### config.mk
export PLATFORM = sky130hd
export DESIGN_NAME = multichannel_block_averager
export DESIGN_NICKNAME = d
export VERILOG_FILES = /design/src/hdl/mba_pkg.sv /design/src/hdl/mba_regs.sv /design/src/hdl/mba_ctrl.sv /design/src/hdl/mba_dp.sv /design/src/hdl/multichannel_block_averager.sv
export SDC_FILE = /design/constraint.sdc
export NUM_CORES = 2
export LEC_CHECK = 0
export ABC_AREA = 1
export ABC_CLOCK_PERIOD_IN_PS = 9700
export BUFFER_PORTS_ARGS = -buffer_cell sky130_fd_sc_hd__buf_4
export CORE_AREA = 3 3 728 730
export DETAILED_ROUTE_END_ITERATION = 6
export DIE_AREA = 0 0 731 733
export SETUP_SLACK_MARGIN = 0.3
export SLEW_MARGIN = 20
export SYNTH_ARGS = -nofsm -noshare
export SYNTH_HDL_FRONTEND = slang
export SYNTH_SLANG_ARGS = --single-unit
### constraint.sdc
create_clock -name clk_i -period 9.7 [get_ports clk_i]
set_input_delay 0.97 -clock clk_i [delete_from_list [all_inputs] [get_ports clk_i]]
set_output_delay 0.97 -clock clk_i [all_outputs]
set_load 0.005 [all_outputs]
### src/hdl/mba_pkg.sv
// ----------------------------------------------------------------------------
// mba_pkg
// Shared types and constants of the multichannel block averager: payload
// structs, register map, controller states and command/status bundles.
// ----------------------------------------------------------------------------
`default_nettype none

package mba_pkg;

  localparam int SAMPLE_W = 24;
  localparam int SUM_W    = 40;
  localparam int CNT_W    = 16;
  localparam int SPA_W    = 16;
  localparam int CHCFG_W  = 7;
  localparam int LIMIT_W  = 23;
  localparam int ROW_W    = 16;
  localparam int BLK_W    = 32;
  localparam int OUT_CH_W = 6;

  // divider retires two quotient bits per cycle
  localparam int DIV_BITS   = 2;
  localparam int DIV_ITERS  = SUM_W / DIV_BITS;
  localparam int DIV_CNT_W  = $clog2(DIV_ITERS);

  localparam int APB_AW = 4;
  localparam int APB_DW = 32;

  localparam logic [SPA_W-1:0]   SPA_RST   = 16'd10;
  localparam logic [CHCFG_W-1:0] CHANS_RST = 7'd8;
  localparam logic [LIMIT_W-1:0] LIMIT_RST = 23'd688128;

  typedef enum logic [1:0] {
    REG_SPA   = 2'd0,
    REG_CHANS = 2'd1,
    REG_LIMIT = 2'd2
  } reg_idx_e;

  typedef struct packed {
    logic signed [SAMPLE_W-1:0] sample;
    logic                       not_a_number;
    logic                       start_run;
  } in_item_t;

  typedef struct packed {
    logic [OUT_CH_W-1:0]        channel;
    logic signed [SAMPLE_W-1:0] mean;
    logic [CNT_W-1:0]           valid_count;
    logic                       no_valid;
    logic [BLK_W-1:0]           block_number;
    logic                       last_channel;
  } out_item_t;

  typedef struct packed {
    logic [SPA_W-1:0]   samples_per_average;
    logic [CHCFG_W-1:0] channels_in_use;
    logic [LIMIT_W-1:0] valid_limit;
  } cfg_t;

  typedef struct packed {
    logic signed [SUM_W-1:0] sum;
    logic [CNT_W-1:0]        count;
  } acc_t;

  typedef enum logic [2:0] {
    ST_IDLE   = 3'd0,
    ST_READ   = 3'd1,
    ST_UPDATE = 3'd2,
    ST_DIV    = 3'd3,
    ST_EMIT   = 3'd4
  } mba_state_e;

  typedef struct packed {
    logic capture;   // take the input request
    logic rd;        // read channel accumulator
    logic upd;       // accumulate, write back or close block
    logic div_step;  // run one divider iteration
    logic emit;      // load the output register
  } dp_cmd_t;

  typedef struct packed {
    logic last_row;
    logic div_done;
    logic out_free;
  } dp_sts_t;

endpackage

`default_nettype wire

### src/hdl/mba_regs.sv
// ----------------------------------------------------------------------------
// mba_regs
// APB configuration registers: rows per average, channels in use and the
// sample magnitude limit.
// ----------------------------------------------------------------------------
`default_nettype none

module mba_regs (
  input  logic                       clk_i,
  input  logic                       rst_ni,
  input  logic                       psel,
  input  logic                       penable,
  input  logic                       pwrite,
  input  logic [mba_pkg::APB_AW-1:0] paddr,
  input  logic [mba_pkg::APB_DW-1:0] pwdata,
  output logic [mba_pkg::APB_DW-1:0] prdata,
  output logic                       pready,
  output mba_pkg::cfg_t              cfg_o
);

  logic [mba_pkg::SPA_W-1:0]   spa_q;
  logic [mba_pkg::CHCFG_W-1:0] chans_q;
  logic [mba_pkg::LIMIT_W-1:0] limit_q;
  logic                        wr_en;
  mba_pkg::reg_idx_e           idx;

  assign pready = 1'b1;
  assign wr_en  = psel && penable && pwrite;
  assign idx    = mba_pkg::reg_idx_e'(paddr[3:2]);

  always_ff @(posedge clk_i or negedge rst_ni) begin
    if (!rst_ni) begin
      spa_q   <= mba_pkg::SPA_RST;
      chans_q <= mba_pkg::CHANS_RST;
      limit_q <= mba_pkg::LIMIT_RST;
    end else if (wr_en) begin
      case (idx)
        mba_pkg::REG_SPA:   spa_q   <= pwdata[mba_pkg::SPA_W-1:0];
        mba_pkg::REG_CHANS: chans_q <= pwdata[mba_pkg::CHCFG_W-1:0];
        mba_pkg::REG_LIMIT: limit_q <= pwdata[mba_pkg::LIMIT_W-1:0];
        default: ;
      endcase
    end
  end

  always_comb begin
    case (idx)
      mba_pkg::REG_SPA:   prdata = mba_pkg::APB_DW'(spa_q);
      mba_pkg::REG_CHANS: prdata = mba_pkg::APB_DW'(chans_q);
      mba_pkg::REG_LIMIT: prdata = mba_pkg::APB_DW'(limit_q);
      default:            prdata = '0;
    endcase
  end

  assign cfg_o.samples_per_average = spa_q;
  assign cfg_o.channels_in_use     = chans_q;
  assign cfg_o.valid_limit         = limit_q;

endmodule

`default_nettype wire

### src/hdl/mba_ctrl.sv
// ----------------------------------------------------------------------------
// mba_ctrl
// Controller: sequences capture, accumulator read, update, division and
// result hand-off for one request at a time.
// ----------------------------------------------------------------------------
`default_nettype none

module mba_ctrl (
  input  logic              clk_i,
  input  logic              rst_ni,
  input  logic              in_valid_i,
  output logic              in_ready_o,
  input  mba_pkg::dp_sts_t  sts_i,
  output mba_pkg::dp_cmd_t  cmd_o
);

  mba_pkg::mba_state_e state_q, state_d;

  always_ff @(posedge clk_i or negedge rst_ni) begin
    if (!rst_ni) begin
      state_q <= mba_pkg::ST_IDLE;
    end else begin
      state_q <= state_d;
    end
  end

  always_comb begin
    state_d = state_q;
    case (state_q)
      mba_pkg::ST_IDLE: begin
        if (in_valid_i) state_d = mba_pkg::ST_READ;
      end
      mba_pkg::ST_READ: begin
        state_d = mba_pkg::ST_UPDATE;
      end
      mba_pkg::ST_UPDATE: begin
        state_d = sts_i.last_row ? mba_pkg::ST_DIV : mba_pkg::ST_IDLE;
      end
      mba_pkg::ST_DIV: begin
        if (sts_i.div_done) state_d = mba_pkg::ST_EMIT;
      end
      mba_pkg::ST_EMIT: begin
        if (sts_i.out_free) state_d = mba_pkg::ST_IDLE;
      end
      default: state_d = mba_pkg::ST_IDLE;
    endcase
  end

  always_comb begin
    in_ready_o = 1'b0;
    cmd_o      = '0;
    case (state_q)
      mba_pkg::ST_IDLE: begin
        in_ready_o    = 1'b1;
        cmd_o.capture = in_valid_i;
      end
      mba_pkg::ST_READ:   cmd_o.rd       = 1'b1;
      mba_pkg::ST_UPDATE: cmd_o.upd      = 1'b1;
      mba_pkg::ST_DIV:    cmd_o.div_step = 1'b1;
      mba_pkg::ST_EMIT:   cmd_o.emit     = sts_i.out_free;
      default: ;
    endcase
  end

endmodule

`default_nettype wire

### src/hdl/mba_dp.sv
// ----------------------------------------------------------------------------
// mba_dp
// Datapath: per-channel sum/count memory with valid bits, row and channel
// position counters, radix-4 restoring divider and output register.
// ----------------------------------------------------------------------------
`default_nettype none

module mba_dp #(
  parameter int MAX_CHANNELS = 64
) (
  input  logic               clk_i,
  input  logic               rst_ni,
  input  mba_pkg::cfg_t      cfg_i,
  input  mba_pkg::dp_cmd_t   cmd_i,
  input  mba_pkg::in_item_t  in_data_i,
  output mba_pkg::dp_sts_t   sts_o,
  output logic               out_valid_o,
  input  logic               out_ready_i,
  output mba_pkg::out_item_t out_data_o
);

  localparam int CH_W = (MAX_CHANNELS > 1) ? $clog2(MAX_CHANNELS) : 1;
  localparam int SUM_W = mba_pkg::SUM_W;
  localparam int CNT_W = mba_pkg::CNT_W;

  // accumulator memory, valid bits stand in for the cleared state
  mba_pkg::acc_t acc_mem [MAX_CHANNELS];
  logic [MAX_CHANNELS-1:0] vld_q;

  logic [CH_W-1:0]            pos_q;
  logic [mba_pkg::ROW_W-1:0]  row_q;
  logic [mba_pkg::BLK_W-1:0]  blk_q;

  mba_pkg::in_item_t item_q;
  mba_pkg::acc_t     rd_q;
  logic              ent_vld_q;

  // divider
  logic [SUM_W-1:0]               quo_q, quo_d;
  logic [CNT_W-1:0]               rem_q, rem_d;
  logic [CNT_W-1:0]               den_q;
  logic                           neg_q;
  logic [mba_pkg::DIV_CNT_W-1:0]  dcnt_q;

  // pending result fields
  logic [mba_pkg::OUT_CH_W-1:0]   res_ch_q;
  logic [mba_pkg::BLK_W-1:0]      res_blk_q;
  logic                           res_last_q;

  logic               out_vld_q;
  mba_pkg::out_item_t out_q;

  logic [CH_W-1:0]           chm1;
  logic [mba_pkg::ROW_W-1:0] rows_m1;
  logic                      last_row;
  logic                      last_ch;
  logic [SUM_W-1:0]          mag_sum;
  logic [mba_pkg::SAMPLE_W-1:0] mag_s;
  logic                      samp_ok;
  logic signed [SUM_W-1:0]   base_sum, new_sum;
  logic [CNT_W-1:0]          base_cnt, new_cnt;
  logic [SUM_W-1:0]          mean_full;

  // effective channel count minus one, clamped to the array size
  always_comb begin
    if (cfg_i.channels_in_use == '0) begin
      chm1 = '0;
    end else if (int'(cfg_i.channels_in_use) > MAX_CHANNELS) begin
      chm1 = CH_W'(MAX_CHANNELS - 1);
    end else begin
      chm1 = CH_W'(cfg_i.channels_in_use - 7'd1);
    end
  end

  assign rows_m1  = (cfg_i.samples_per_average == '0) ? '0 :
                    cfg_i.samples_per_average - 16'd1;
  assign last_row = row_q >= rows_m1;
  assign last_ch  = pos_q == chm1;

  // sample check and accumulate
  always_comb begin
    mag_s    = item_q.sample[mba_pkg::SAMPLE_W-1] ? -item_q.sample : item_q.sample;
    samp_ok  = !item_q.not_a_number && (mag_s < {1'b0, cfg_i.valid_limit});
    base_sum = ent_vld_q ? rd_q.sum : '0;
    base_cnt = ent_vld_q ? rd_q.count : '0;
    new_sum  = base_sum;
    new_cnt  = base_cnt;
    if (samp_ok) begin
      new_sum = base_sum + SUM_W'(item_q.sample);
      new_cnt = base_cnt + 16'd1;
    end
    mag_sum = new_sum[SUM_W-1] ? -new_sum : new_sum;
  end

  // two restoring steps per cycle
  always_comb begin
    logic [CNT_W:0] t;
    quo_d = quo_q;
    rem_d = rem_q;
    for (int i = 0; i < mba_pkg::DIV_BITS; i++) begin
      t     = {rem_d, quo_d[SUM_W-1]};
      quo_d = {quo_d[SUM_W-2:0], 1'b0};
      if (t >= {1'b0, den_q}) begin
        t        = t - {1'b0, den_q};
        quo_d[0] = 1'b1;
      end
      rem_d = t[CNT_W-1:0];
    end
  end

  assign mean_full = neg_q ? -quo_q : quo_q;

  // control state
  always_ff @(posedge clk_i or negedge rst_ni) begin
    if (!rst_ni) begin
      vld_q     <= '0;
      pos_q     <= '0;
      row_q     <= '0;
      blk_q     <= '0;
      dcnt_q    <= '0;
      out_vld_q <= 1'b0;
    end else begin
      if (cmd_i.capture) begin
        if (in_data_i.start_run) begin
          vld_q <= '0;
          pos_q <= '0;
          row_q <= '0;
          blk_q <= '0;
        end else if (pos_q > chm1) begin
          pos_q <= '0;
        end
      end
      if (cmd_i.upd) begin
        vld_q[pos_q] <= !last_row;
        dcnt_q       <= '0;
        if (last_ch) begin
          pos_q <= '0;
          if (last_row) begin
            row_q <= '0;
            blk_q <= blk_q + 32'd1;
          end else begin
            row_q <= row_q + 16'd1;
          end
        end else begin
          pos_q <= pos_q + CH_W'(1);
        end
      end
      if (cmd_i.div_step) begin
        dcnt_q <= dcnt_q + mba_pkg::DIV_CNT_W'(1);
      end
      if (cmd_i.emit) begin
        out_vld_q <= 1'b1;
      end else if (out_ready_i) begin
        out_vld_q <= 1'b0;
      end
    end
  end

  // payload and memory
  always_ff @(posedge clk_i) begin
    if (cmd_i.capture) begin
      item_q <= in_data_i;
    end
    if (cmd_i.rd) begin
      rd_q      <= acc_mem[pos_q];
      ent_vld_q <= vld_q[pos_q];
    end
    if (cmd_i.upd) begin
      if (!last_row) begin
        acc_mem[pos_q] <= '{sum: new_sum, count: new_cnt};
      end else begin
        quo_q      <= mag_sum;
        rem_q      <= '0;
        den_q      <= new_cnt;
        neg_q      <= new_sum[SUM_W-1];
        res_ch_q   <= mba_pkg::OUT_CH_W'(pos_q);
        res_blk_q  <= blk_q;
        res_last_q <= last_ch;
      end
    end
    if (cmd_i.div_step) begin
      quo_q <= quo_d;
      rem_q <= rem_d;
    end
    if (cmd_i.emit) begin
      out_q.channel      <= res_ch_q;
      out_q.mean         <= (den_q == '0) ? '0 : mean_full[mba_pkg::SAMPLE_W-1:0];
      out_q.valid_count  <= den_q;
      out_q.no_valid     <= den_q == '0;
      out_q.block_number <= res_blk_q;
      out_q.last_channel <= res_last_q;
    end
  end

  assign sts_o.last_row = last_row;
  assign sts_o.div_done = dcnt_q == mba_pkg::DIV_CNT_W'(mba_pkg::DIV_ITERS - 1);
  assign sts_o.out_free = !out_vld_q || out_ready_i;

  assign out_valid_o = out_vld_q;
  assign out_data_o  = out_q;

endmodule

`default_nettype wire

### src/hdl/multichannel_block_averager.sv
// ----------------------------------------------------------------------------
// multichannel_block_averager: per-channel decimating block mean
// A request without a result passes capture, memory read and update.
// A request closing a block also runs the 2-bit-per-cycle 40/16 divider and
// then loads the output register; it waits if that is full.
// Reset clears positions, block counter and accumulator valid bits at once.
// ----------------------------------------------------------------------------
`default_nettype none

module multichannel_block_averager #(
  parameter int MAX_CHANNELS = 64
) (
  input  logic                       clk_i,
  input  logic                       rst_ni,
  input  logic                       in_valid_i,
  output logic                       in_ready_o,
  input  mba_pkg::in_item_t          in_data_i,
  output logic                       out_valid_o,
  input  logic                       out_ready_i,
  output mba_pkg::out_item_t         out_data_o,
  input  logic                       psel,
  input  logic                       penable,
  input  logic                       pwrite,
  input  logic [mba_pkg::APB_AW-1:0] paddr,
  input  logic [mba_pkg::APB_DW-1:0] pwdata,
  output logic [mba_pkg::APB_DW-1:0] prdata,
  output logic                       pready
);

  mba_pkg::cfg_t    cfg;
  mba_pkg::dp_cmd_t cmd;
  mba_pkg::dp_sts_t sts;

  mba_regs u_regs (
    .clk_i   (clk_i),
    .rst_ni  (rst_ni),
    .psel    (psel),
    .penable (penable),
    .pwrite  (pwrite),
    .paddr   (paddr),
    .pwdata  (pwdata),
    .prdata  (prdata),
    .pready  (pready),
    .cfg_o   (cfg)
  );

  mba_ctrl u_ctrl (
    .clk_i      (clk_i),
    .rst_ni     (rst_ni),
    .in_valid_i (in_valid_i),
    .in_ready_o (in_ready_o),
    .sts_i      (sts),
    .cmd_o      (cmd)
  );

  mba_dp #(
    .MAX_CHANNELS (MAX_CHANNELS)
  ) u_dp (
    .clk_i       (clk_i),
    .rst_ni      (rst_ni),
    .cfg_i       (cfg),
    .cmd_i       (cmd),
    .in_data_i   (in_data_i),
    .sts_o       (sts),
    .out_valid_o (out_valid_o),
    .out_ready_i (out_ready_i),
    .out_data_o  (out_data_o)
  );

  // one request in flight: no new request right after a capture
  assert property (@(posedge clk_i) disable iff (!rst_ni)
    in_valid_i && in_ready_o |=> !in_ready_o)
    else $error("request taken while previous one in flight");

  // the accumulator update always uses freshly read memory data
  assert property (@(posedge clk_i) disable iff (!rst_ni)
    cmd.upd |-> $past(cmd.rd))
    else $error("update without preceding memory read");

  // a result only appears after the controller loaded it
  assert property (@(posedge clk_i) disable iff (!rst_ni)
    $rose(out_valid_o) |-> $past(cmd.emit))
    else $error("result valid without emit");

endmodule

`default_nettype wire
## After elaboration in Yosys (flattened, before gate mapping)

Memories as Yosys holds them, arrays and structs flattened. A register that Yosys moved wholly into a read port is not among the register bits.
Cells that the tools add are included.

| word-level totals | value |
|---|---|
| bits in registers | 391 |
| memory bits (writable) | 3584 |
| word-level logic and storage cells | 146 |
| memories | 1 |

Memories:

| memory | depth | bits a word | rd ports | clocked after memory_dff | write ports | line | RTL |
|---|---|---|---|---|---|---|---|
| u_dp.acc_mem | 64 | 56 | 1 | 1 | 1 | mba_dp.sv:27 | `mba_pkg::acc_t acc_mem [MAX_CHANNELS];` |

| cells by class | value |
|---|---|
| add/subtract/negate cells | 13 |
| $lt $le $gt $ge | 8 |
| eq/ne operators | 11 |
| multiplexer cells | 62 |
| reduce and logical (&&, ||, !) cells | 25 |

Operator list:

| kind | count |
|---|---|
| 40-bit 2-to-1 mux | 6 |
| 16-bit 2-to-1 mux | 13 |
| 64-bit 2-to-1 mux | 3 |
| 32-bit 2-to-1 mux | 5 |
| 23-bit one-hot mux with 3 select lines | 1 |
| 64-bit bitwise mux | 1 |
| 24-bit 2-to-1 mux | 2 |
| 24-bit negation | 2 |
| 6-bit 2-to-1 mux | 7 |
| 40-bit by 24-bit adder with 40-bit output | 1 |
| 40-bit negation | 1 |
| 17-bit by 16-bit >= comparator with 1-bit output | 2 |
| 16-bit by 1-bit adder with 16-bit output, second input constant | 2 |
| 32-bit by 1-bit adder with 32-bit output, second input constant | 1 |
| 16-bit logical NOT | 2 |
| 16-bit subtractor | 2 |
| 24-bit by 23-bit less-than comparator with 1-bit output | 1 |
| 16-bit >= comparator | 1 |
| 16-bit by 1-bit subtractor with 16-bit output, second input constant | 1 |
| 1-bit 2-to-1 mux | 15 |
| 3-bit one-hot mux with 5 select lines | 1 |
| 2-bit AND reduction | 6 |
| 5-bit 2-to-1 mux | 2 |
| 3-bit 2-to-1 mux | 3 |
| other kinds (28) | 38 |

## Logic depth before layout (Yosys ltp)

| depth | value |
|---|---|
| depth in word-level cells | 10 |
| mapped depth | 37 |

## By module

Synthesis repeated with hierarchy kept, for this count alone.

| unflattened totals | value |
|---|---|
| cell total of the unflattened synthesis | 10797 |
| area, all modules | 157348.4 um^2 |

Modules (own cells, without submodules):

| module | instances | cells an instance | area each (um^2) |
|---|---|---|---|
| mba_dp | 1 | 10477 | 154902.3 |
| mba_regs | 1 | 291 | 2222.1 |
| mba_ctrl | 1 | 29 | 224.0 |

## Least setup slack after synthesis

No wires, ideal clock.

| timing | value |
|---|---|
| kind | reg2reg |
| start point | register u_regs.spa_q[0] in the netlist's numbering |
| end point | memory u_dp.acc_mem[48][0] in the netlist's numbering, enable pin |
| library setup time | 0.612 ns |
| arrival time | 8.225 ns |
| data required time | 9.088 ns |
| path slack | 0.864 ns |
| cell stages (with the launch flop) | 19 |
| period minus slack after synthesis | 8.836 ns |
| cells stage by stage | dfrtp_1 -> inv_1 -> ha_1 -> nand2_1 -> nor3_1 -> inv_1 -> nor4_1 -> nand3_1 -> o21ai_0 -> o31a_1 -> ha_1 -> nand2_1 -> inv_1 -> nand3_1 -> inv_1 -> a21oi_1 -> nand3_1 -> clkbuf_1 -> nor4_1 |

| on the way | value |
|---|---|
| word-level cells in the longest chain between the ends | 6 |

Ends and longest elaborated chain:

| element | line | RTL |
|---|---|---|
| from (decl) | mba_regs.sv:21 | `logic [mba_pkg::SPA_W-1:0] spa_q;` |
| from (signal assigned) | mba_regs.sv:33 | `spa_q <= mba_pkg::SPA_RST;` |
| from (signal assigned) | mba_regs.sv:38 | `mba_pkg::REG_SPA: spa_q <= pwdata[mba_pkg::SPA_W-1:0];` |
| 16-bit by 1-bit subtractor with 16-bit output / 16-bit logical NOT (equally long branches) | mba_dp.sv:76, mba_dp.sv:75 |  |
| 16-bit 2-to-1 mux * | mba_dp.sv:75 | `assign rows_m1 = (cfg_i.samples_per_average == '0) ? '0 :` |
| 16-bit >= comparator * | mba_dp.sv:77 | `assign last_row = row_q >= rows_m1;` |
| 1-bit 2-to-1 mux * | mba_dp.sv:169 | `if (!last_row) begin` |
| 1-bit 2-to-1 mux * | mba_dp.sv:168 | `if (cmd_i.upd) begin` |
| 1-bit 2-to-1 mux (not written as such) * | mba_dp.sv:170 | `acc_mem[pos_q] <= '{sum: new_sum, count: new_cnt};` |
| to (decl) | mba_dp.sv:27 |  |

Every way passes the cells marked *; elsewhere a longest branch is shown, timed or not.

## Worst setup path in the final report

| timing | value |
|---|---|
| start point | register u_dp.item_q[3] in the netlist's numbering |
| end point | memory u_dp.acc_mem[47][15] in the netlist's numbering (data pin) |

| on the way | value |
|---|---|
| word-level cells in the longest chain between the ends | 5 |

Ends and longest elaborated chain:

| element | line | RTL |
|---|---|---|
| from (decl) | mba_dp.sv:34 | `mba_pkg::in_item_t item_q;` |
| from (signal assigned) | mba_dp.sv:162 | `item_q <= in_data_i;` |
| 24-bit negation | mba_dp.sv:82 | `mag_s = item_q.sample[mba_pkg::SAMPLE_W-1] ? -item_q.sample : item_q.sample;` |
| 24-bit 2-to-1 mux * | mba_dp.sv:82 |  |
| 24-bit by 23-bit less-than comparator with 1-bit output * | mba_dp.sv:83 | `samp_ok = !item_q.not_a_number && (mag_s < {1'b0, cfg_i.valid_limit});` |
| 1-bit logical AND * | mba_dp.sv:83 |  |
| 16-bit 2-to-1 mux * | mba_dp.sv:88 | `if (samp_ok) begin` |
| via u_dp.new_cnt[15] | mba_dp.sv:61 | `logic [CNT_W-1:0] base_cnt, new_cnt;` |

The timed path passes the listed nets; every way through them passes the cells marked *.

==> impl_metrics.yaml <==
run_status:
  status: "finished with violations"
  violations: "DRC"
sta:
  fin_ws_ns: 2.63
  fin_setup_tns_ns: 0
  finalMaxSlewViolations: 0
  tightest_slew_ns: 1.15
  finalHoldViolCount: 0
  min_period_ns: 7.07
  fin_crit_sh_pct: 72.9
  max_freq_mhz: 141
  rsz0062_at_grt: "false"
  skew_ns: 0.104
  setup_violations: 0
  relSlewSlack_pct: 23.4
setup_path:
  crit_path_top_delay_cell: "buf_4"
  required_ns: 10.38
  r2r_start: "u_dp.item_q[3]$_DFFE_PP_"
  reg2reg_setup_slack_ns: 2.63
  crit_path_end_kind: "flop"
  worstPathMaxFanout: 65
  worstReg2RegEnd: "u_dp.acc_mem[47][15]$_DFFE_PP_"
  cp_common_cell: "nand2_1"
  rr_worst_depth: 33
  crit_type: "flop to flop"
  critPathLaunchType: "flop"
  cp.arrival_ns: 7.75
  cp_slowest_stage_delay_ns: 0.48
drt:
  postRouteAntennaNets: 0
  drc: 1
  drtPass1Iterations: 7
  drt_iter0_drc: 14300
  vias: 99500
  wl_per_cell_um: 28.0
  viasPerCell: 5.42
  routed_wl_um: 515000
cells_and_area:
  instances_no_fill: 18400
  final_util_pct: 34.5
  final_common_cell: "edfxtp_1"
  fin_nets: 11300
  final_cell_mix: "edfxtp_1 (3,858), nand2_1 (2,164), a22oi_1 (542)"
  n_fill_cell: 49900
  area_growth_pct: 15.3
  layout-drive-gt1-share_pct: 11.0
worst_hold_path:
  holdPathEnd: "u_dp.item_q[2]$_DFFE_PP_"
  hold_depth: 1
  worstHoldStart: "in_data_i[2]"
  hp-class: "input pin to flop"
global_routing:
  grt_pass1_wl_um: 716000
  grt_antenna_before_repair: 12
  grt_pass1_vias: 93600
  grt_start_max_net_pins: 119
  overflow: 0
  grt.total_usage_pct: 18.4
placement:
  portBuffers: 162
  dp_hpwl_um: 269000
  dp_cells: 17600
  place_ws_ns: 2.58
  gp_congestion: 0.904
pwr:
  p_per_area_nw_per_um2: 305
  power_mw: 55.2
  leakage_nw: 60.4
  vdd_ir_drop_max_uv: 292
floorplan:
  initial_utilization_pct: 30.0
  die_w_um: 731
  die-area_um2: 536000
  fp.dieH_um: 733
  io_pins: 184
  design.core.area_um2: 524000
  placement_rows: 266
synthesis:
  synth_edf_count: 3858
  synth_flop_cell: "edfxtp_1"
  synth_warnings: 0
  avgSynthCellArea_um2: 14.6
  synth-seq-cells: 4031
  synthCells: 10800
  syn_area_um2: 157000
  seq_area_frac_synth_pct: 76.5
  synth.distinct_cells: 66
  postSynth.asyncResetShare_pct: 4.29
clocking:
  clk_pin_slew_ns: 0.06
  htreeDepth: 5
  root_buffer: "clkbuf_16"
  clk_path_buf_depth: 4
  clkLatencyLatePin_ns: 0.99
  clock_sinks: 4031
  numCtsBuffers: 401
  cts_tree: "built"
job:
  drv_cap: 0
[cell type report]
cell class | instances | area (µm²) | share of cell area [%]
well taps | 6968 | 8720 | 4.81
clock buffers | 506 | 10700 | 5.92
flip-flops and latches | 4031 | 120000 | 66.4
diodes | 7 | 17.5 | 0.00967
inverters | 465 | 1750 | 0.966
multi-input cells | 5722 | 33900 | 18.7
repair buffers | 446 | 3860 | 2.13
clock inverters | 228 | 1970 | 1.09
[synth_stat cells, types with 10 or more instances]
master	instances	share of area, %
edfxtp_1	3858	74
nand2_1	2182	5.2
a22oi_1	542	2.6
a221oi_1	457	2.5
nand4_1	446	1.8
inv_1	445	1.1
clkbuf_1	387	0.93
a22o_1	380	2.1
nor2_1	346	0.83
nand3_1	250	0.80
a21oi_1	231	0.74
o21ai_0	195	0.62
dfrtp_1	167	2.7
ha_1	126	1.0
xor2_1	104	0.58
buf_1	92	0.22
nor3_1	68	0.22
a31o_2	50	0.28
buf_2	47	0.15
xnor2_1	36	0.20
a211oi_1	31	0.15
o21ai_1	23	0.073
a31oi_1	22	0.088
o31ai_1	21	0.10
nor2_2	20	0.080
buf_4	16	0.076
o211ai_1	16	0.076
nand2_2	14	0.056
inv_2	12	0.029
o22ai_1	12	0.048
nand3b_1	11	0.053
nor4_1	11	0.044
o21bai_1	11	0.053
nor3b_1	10	0.048
or2_2	10	0.040
[metrics by stage]
step	cell area (µm²)	hold WS, ns
6_report	181000	0.159
5_1_grt	181000	0.127
4_1_cts	181000	0.0931
3_5_place_dp	168000	0.405
3_3_place_gp	168000	0.405
2_1_floorplan	157000	0.400
[kinds of logic after synthesis]
group	Yosys count	synth area share (%)
compound gates	2046	9.80
flops	4031	76.5
fa+ha+maj	129	1.04
xor+xnor	140	0.781
buf+inv	1011	2.51
other cells	2	0.00478
simple gates	3397	9.33
[layer usage]
metal	global-route usage (%)	routed length, µm	part of all wire (%)
met1	25.1	202000	39
met2	29.1	234000	45
met3	3.95	58400	11
met4	6.32	20500	4.0
met5	0	29	0.0056
[sequential cells by signal, indices dropped and copies added, names as in the netlist, 25 cells and up]
signal           count
u_dp.acc_mem      3584
u_dp.blk_q          32
u_dp.item_q         25
u_dp.out_data_o     80
u_dp.quo_q          40
u_dp.rd_q           56
u_dp.res_blk_q      32
u_dp.vld_q          64
[report_power, final]
group          switching (mW)  internal (mW)
combinational            12.0           4.04
clock                    6.63           8.47
sequential              0.433           23.6
total                    19.1           36.1
[how the worst max path moves through the flow]
| stage | startpoint | endpoint | slack, ns | cells past startpoint |
|---|---|---|---|---|
| 2_1_floorplan | u_regs.spa_q[0]$_DFFE_PN0P_ | u_dp.acc_mem[48][0]$_DFFE_PP_ | 0.86 | 18 |
| 3_3_place_gp | u_dp.item_q[3]$_DFFE_PP_ | u_dp.acc_mem[40][14]$_DFFE_PP_ | 2.52 | 30 |
| 3_5_place_dp | u_dp.item_q[3]$_DFFE_PP_ | u_dp.acc_mem[46][14]$_DFFE_PP_ | 2.58 | 30 |
| 4_1_cts | u_dp.item_q[3]$_DFFE_PP_ | u_dp.acc_mem[47][14]$_DFFE_PP_ | 2.50 | 30 |
| 5_1_grt | u_dp.item_q[3]$_DFFE_PP_ | u_dp.acc_mem[1][15]$_DFFE_PP_ | 2.01 | 33 |
| 6_report | u_dp.item_q[3]$_DFFE_PP_ | u_dp.acc_mem[47][15]$_DFFE_PP_ | 2.63 | 33 |
[worst max-delay path, delay by kind of cell, from the launching register on]
family                     cells  cell delay (ns)
xor gates and xnor gates       2             0.32
adders and majority gates      2             0.46
buffers and inverters          8             1.84
DFF                            1             0.46
and+or+nand+nor               21             3.62
[what timing repair did]
| item | CTS | global route |
|---|---|---|
| endpoints found under the hold margin | 50 | 0 |
| setup buffers | 0 | 0 |
| hold buffers | 1 | 0 |
| resized for setup | 0 | 0 |
No activity file was read; power rests on OpenSTA's default activity.
